### src/hdl/npgl_pkg.sv
// Shared types and codes for the nearest map point grip lookup.
`timescale 1ns / 1ps
package npgl_pkg;

  localparam int unsigned COORD_W = 24;
  localparam int unsigned GRIP_W  = 16;
  localparam int unsigned MAG_W   = COORD_W + 1;
  localparam int unsigned SQ_W    = 2 * MAG_W;
  localparam int unsigned DIST_W  = SQ_W + 2;

  localparam logic FUNC_LOAD  = 1'b0;
  localparam logic FUNC_QUERY = 1'b1;

  localparam logic [1:0] STAT_OK    = 2'd0;
  localparam logic [1:0] STAT_FULL  = 2'd1;
  localparam logic [1:0] STAT_EMPTY = 2'd2;

  localparam logic [GRIP_W-1:0] SCALE_RESET = 16'd16384;

  typedef enum logic [2:0] {
    ST_IDLE,
    ST_SCAN,
    ST_DRAIN,
    ST_SCALE,
    ST_DONE
  } npgl_state_t;

  typedef struct packed {
    logic [GRIP_W-1:0]  grip;
    logic [COORD_W-1:0] z;
    logic [COORD_W-1:0] y;
    logic [COORD_W-1:0] x;
  } npgl_point_t;

  typedef struct packed {
    logic vld;
    logic first;
  } npgl_tag_t;

endpackage

### src/hdl/npgl_dist.sv
// Four-stage squared distance unit with running nearest-point tracking.
`timescale 1ns / 1ps
module npgl_dist (
  input  logic                         clk,
  input  logic                         rst_n,
  input  npgl_pkg::npgl_tag_t          tag_i,
  input  npgl_pkg::npgl_point_t        pt_i,
  input  npgl_pkg::npgl_point_t        query_i,
  output logic                         busy,
  output logic [npgl_pkg::GRIP_W-1:0]  best_grip
);
  import npgl_pkg::*;

  npgl_tag_t         tag1_r, tag2_r, tag3_r;
  logic [GRIP_W-1:0] grip1_r, grip2_r, grip3_r;
  logic [MAG_W-1:0]  mx_r, my_r, mz_r;
  logic [SQ_W-1:0]   sx_r, sy_r, sz_r;
  logic [DIST_W-1:0] dist_r;
  logic [DIST_W-1:0] best_d_r;
  logic [GRIP_W-1:0] best_grip_r;

  logic [MAG_W-1:0]  mx_nxt, my_nxt, mz_nxt;
  logic [DIST_W-1:0] dist_nxt;
  logic              take;

  function automatic logic [MAG_W-1:0] abs_diff(input logic [COORD_W-1:0] a,
                                                input logic [COORD_W-1:0] b);
    logic [MAG_W-1:0] d;
    d = {a[COORD_W-1], a} - {b[COORD_W-1], b};
    return d[MAG_W-1] ? (~d + MAG_W'(1)) : d;
  endfunction

  always_comb begin
    mx_nxt   = abs_diff(pt_i.x, query_i.x);
    my_nxt   = abs_diff(pt_i.y, query_i.y);
    mz_nxt   = abs_diff(pt_i.z, query_i.z);
    dist_nxt = DIST_W'(sx_r) + DIST_W'(sy_r) + DIST_W'(sz_r);
    take     = tag3_r.vld && (tag3_r.first || (dist_r < best_d_r));
  end

  always_ff @(posedge clk) begin
    if (!rst_n) begin
      tag1_r <= '0;
      tag2_r <= '0;
      tag3_r <= '0;
    end else begin
      tag1_r <= tag_i;
      tag2_r <= tag1_r;
      tag3_r <= tag2_r;
    end
  end

  always_ff @(posedge clk) begin
    mx_r    <= mx_nxt;
    my_r    <= my_nxt;
    mz_r    <= mz_nxt;
    grip1_r <= pt_i.grip;
    sx_r    <= mx_r * mx_r;
    sy_r    <= my_r * my_r;
    sz_r    <= mz_r * mz_r;
    grip2_r <= grip1_r;
    dist_r  <= dist_nxt;
    grip3_r <= grip2_r;
    if (take) begin
      best_d_r    <= dist_r;
      best_grip_r <= grip3_r;
    end
  end

  assign busy      = tag1_r.vld || tag2_r.vld || tag3_r.vld;
  assign best_grip = best_grip_r;

endmodule

### config.mk
export PLATFORM = sky130hd
export DESIGN_NAME = npgl_dist
export DESIGN_NICKNAME = d
export VERILOG_FILES = /design/src/hdl/npgl_pkg.sv /design/src/hdl/npgl_dist.sv
export SDC_FILE = /design/constraint.sdc
export NUM_CORES = 2
export LEC_CHECK = 0
export BUFFER_PORTS_ARGS = -buffer_cell sky130_fd_sc_hd__buf_2
export CAP_MARGIN = 25
export CORE_MARGIN = 10
export CORE_UTILIZATION = 30
export CTS_CLUSTER_DIAMETER = 40
export DETAILED_ROUTE_END_ITERATION = 6
export MAX_ROUTING_LAYER = met4
export PLACE_DENSITY = 0.47
export SLEW_MARGIN = 20
export SYNTH_ARGS = -nofsm -noshare
export SYNTH_HDL_FRONTEND = slang
export SYNTH_SLANG_ARGS = --single-unit
export TNS_END_PERCENT = 20
### constraint.sdc
create_clock -name clk -period 6.7 [get_ports clk]
set_input_delay 0.335 -clock clk [delete_from_list [all_inputs] [get_ports clk]]
set_output_delay 0.335 -clock clk [all_outputs]
set_load 0.02 [all_outputs]
# After elaboration in Yosys (flattened, before gate mapping)
# Cells that the tools add are included.
# op_classes
bitwise	3
n_addsub	8
magnitude_cmp	1
n_mux	3
n_reduce_logical	4
multipliers	3
# ops
op	n
25-bit by 25-bit multiplier with 50-bit output	3
25-bit by 1-bit adder with 25-bit output (second input constant)	3
25-bit NOT	3
24-bit by 24-bit subtractor with 25-bit output	3
24-bit two-way mux	3
51-bit by 50-bit adder with 52-bit output	1
52-bit < comparator	1
50-bit by 50-bit adder with 51-bit output	1
1-bit logical OR	3
1-bit logical AND	1
# totals
elab_cells	43
out_inout_bits	17
in_bits	180
ff_bits	399

# Logic depth before layout (Yosys ltp)
# logic_depth
word_depth	4
depth_mapped	29
depth_no_buf	28

# Worst setup path before layout
# No wires, ideal clock.
# synth_timing
kind	reg2reg
startpoint	register mx_r[3]
endpoint	register sx_r[47]
n_path_buf	2
t_arrival_ns	7.106
setup_ns	0.121
required_ns	6.579
setup_slack_ns	-0.527
synth_period_minus_slack_ns	7.227
stages_incl_launch_ff	28
path_cell_list	dfxtp_1 > clkbuf_1 > clkbuf_1 > nand2_1 > fa_1 > inv_1 > fa_1 > inv_1 > fa_1 > inv_1 > fa_1 > inv_1 > fa_1 > inv_1 > fa_1 > inv_1 > fa_1 > inv_1 > ha_1 > and3_1 > nand2_1 > a2111oi_0 > o22ai_1 > o311a_1 > o32ai_1 > o21ai_0 > mux2i_1 > nand2_1
# synth_via
elab_chain_cells	1
# synth_rtl
element	line_no	rtl
start: declaration	npgl_dist.sv:16	logic [MAG_W-1:0] mx_r, my_r, mz_r;
start signal: assignment	npgl_dist.sv:54	mx_r <= mx_nxt;
25-bit by 25-bit multiplier with 50-bit output	npgl_dist.sv:58	sx_r <= mx_r * mx_r;
end signal: assignment	npgl_dist.sv:58	
end: declaration	npgl_dist.sv:17	logic [SQ_W-1:0] sx_r, sy_r, sz_r;
# Every way passes these cells.
# A chain may end at the register's enable or synchronous reset.

# Worst setup path in the final report
# layout_timing
startpoint	register my_r[14]
endpoint	register sy_r[48]
# layout_via
elab_chain_cells	1
# layout_rtl
element	line_no	rtl
start: declaration	npgl_dist.sv:16	
start signal: assignment	npgl_dist.sv:55	my_r <= my_nxt;
25-bit by 25-bit multiplier with 50-bit output	npgl_dist.sv:59	sy_r <= my_r * my_r;
end signal: assignment	npgl_dist.sv:59	
end: declaration	npgl_dist.sv:17	
# Every way passes these cells.

==> impl_metrics.ini <==
[clock_tree]
cts_tree = yes
htreeDepth = 3
cts.sink_count = 396
cts_buffers = 76
clockRootBuffer = clkbuf_16
cts_buffer_depth = 3
clk-insertion-delay-late_ns = 0.68
path_clk_slew_ns = 0.04

[yosys]
ys_seq_elements = 396
syn-cell-area_um2 = 72400
syn_area_per_cell_um2 = 9.34
synth_edf_count = 68
synthCells = 7749
netlist_top_cells_area = fa_1, ha_1, inv_1, dfxtp_1, and2_1
synthArstFlopShare = 0
yosys.area.top_type_share = 0.401
synth_warnings = 0
synthDistinctLibCells = 97
synth_ff_type = dfxtp_1
yosysTopAreaCell = fa_1
seq_area_frac_synth = 0.119

[critical_path]
path_depth = 27
crit_family = adder cells
cp_max_fo = 6
crit_top_cell = fa_1
crit_path_end_kind = flip-flop
required_ns = 7.23
worst_path_largest_cell_delay_ns = 0.54
critPathSlowestCell = fa_1
start_kind = flip-flop
worstRegToRegCells = 27
path_buf_inv = 8
cp.arrival_ns = 7.44
critical_path_class = flip-flop to flip-flop

[floorplanning]
pin_count = 197
die_h_um = 511
core_um2 = 240000
chipWidth_um = 511
die-area_um2 = 261000
rows = 180
start_util = 0.301

[layout]
drive_gt1_frac = 0.184
nNetsFinal = 11100
syn_to_final_growth_pct = 22.4
seq_area_um2 = 8770
fillers = 24400
multi_input_area_um2 = 56400

[grt]
grt_overflow = 0
antenna_found_initial = 5
grt_pass1_wl_mm = 311
grt_max_degree = 69
grtUsageTotal = 0.149
first_global_vias = 59100

[timing]
fin_ws_ns = -0.202
hold_viol = 0
relSlewSlack = 0.357
setup_viol = 7
tightest_slew_ns = 0.964
slew_violations = 0
grt_setup_unrepaired = yes
fin_crit_ns = 6.90
holdWs_ns = 0.0614
fmax_mhz = 145
finClkSkew_ns = 0.0408
fin_crit_sh = 1.03

[drt]
drtAntennaViolNets = 0
avgRoutedWirePerCell_um = 15.7
vias = 52900
drt-initial-drc-count = 2082
totalWireLength_mm = 188
vias_per_cell = 4.42
drtPass1Iterations = 5
drc_errors = 0

[status]
violations = setup timing
status = finished, violations left

[placement]
dp_hpwl_mm = 166
numPortBuffers = 180
dp_slack_ns = -0.544
place_congestion = 0.863

[worst_hold_path]
hold_class = primary input to flip-flop
worstHoldPathCells = 3

[flow_run]
max_cap_viol_count = 0
==> cells in the mapped netlist (23+ instances only) <==
cell type and number:
a21o_1 168, o21bai_1 23, a211oi_1 40, clkbuf_1 189
o21a_1 30, and3_1 39, a31oi_1 41, ha_1 736
nor2b_1 50, xnor2_1 198, edfxtp_1 68, inv_1 2148
nor3_1 43, nand3_1 78, and2_1 379, xor2_1 128
o21ai_0 139, nand4_1 33, fa_1 1452, a21oi_1 259
nand2b_1 32, nor2_1 233, dfxtp_1 328, nand2_1 624
==> cell type report <==
type / count / share of cell area
diodes: 9 / 0.000254
clock buffers: 89 / 0.0226
clock inverters: 51 / 0.00742
inverters: 2148 / 0.0911
multi-input cells: 5005 / 0.637
flip-flops and latches: 396 / 0.0990
well taps: 3185 / 0.0450
repair buffers: 1099 / 0.0979
==> cell usage in the layout, fill, tap and decap left out, types with 35 or more instances in the layout <==
cell and count:
ha_4 36, o21ai_0 110, buf_6 51, dfxtp_1 265
fa_1 1414, nand3_1 73, a21oi_1 237, nor2b_1 49
ha_1 696, buf_2 182, and2_1 358, xnor2_1 196
clkbuf_16 76, inv_1 2112, nor2_1 216, buf_4 790
a31oi_1 35, nand2_1 588, xor2_1 126, edfxtp_1 68
fa_2 38, a21o_1 167, buf_12 47, nor3_1 39
==> state kept, by name, summed over array words and instances, names as in the netlist, 16 cells and up <==
name / cells
best_d_r: 52
dist_r: 52
sx_r: 49
sy_r: 49
sz_r: 49
mx_r: 25
my_r: 25
mz_r: 25
best_grip: 16
grip1_r: 16
grip2_r: 16
grip3_r: 16
==> kinds of logic after synthesis <==
group	synth area share
AOI/OAI and AO/OA	0.0810
xor gates and xnor gates	0.0394
adders and majority gates	0.529
buffers and inverters	0.122
DFF	0.119
muxes	0.00178
other	0.0000518
and+or+nand+nor	0.108
==> stage by stage <==
stage               TNS (ns)  instances  utilization  area, µm²
global route           -7.29      12000        0.369      88600
finish                -0.660      12000        0.369      88600
global placement      -13.96      11800        0.347      83400
floorplan             -0.581       7751            -      72700
detailed placement    -15.94      11800        0.347      83400
CTS                    -1.22      11900        0.363      87300
==> timing repair <==
item,4_1_cts,5_1_grt
setup buffers,21,37
resized for setup,243,264
hold buffers,23,0
setup endpoints to repair,59,70
endpoints found under the hold margin,23,0
cloned,0,2
pin swaps,114,130
==> worst min-delay path: cells and delay by family <==
family / cells / cell delay [ns]
buffers and inverters: 2 / 0.13
adders and majority gates: 1 / 0.19
==> final timing paths <==
| kind | startpoint | endpoint | slack (ns) |
|---|---|---|---|
| worst min-delay path | query_i[24] | my_r[0]$_DFF_P_ | 0.06 |
| worst min register to register | grip1_r[14]$_DFF_P_ | grip2_r[14]$_DFF_P_ | 0.32 |
| worst max register to register | my_r[14]$_DFF_P_ | sy_r[48]$_DFF_P_ | -0.20 |
| worst max-delay path | my_r[14]$_DFF_P_ | sy_r[48]$_DFF_P_ | -0.20 |
==> per-layer routing <==
| layer | GRT usage | vias up | share of wire |
|---|---|---|---|
| li1 | - | 25400 | - |
| met1 | 0.190 | 26700 | 0.45 |
| met2 | 0.261 | 654 | 0.51 |
| met3 | 0.0124 | 195 | 0.024 |
| met4 | 0.0300 | 0 | 0.020 |
| met5 | - | - | 0 |
Power is not shown: default switching activity piles up to over one toggle a cycle in this logic, so the estimate is an artifact.
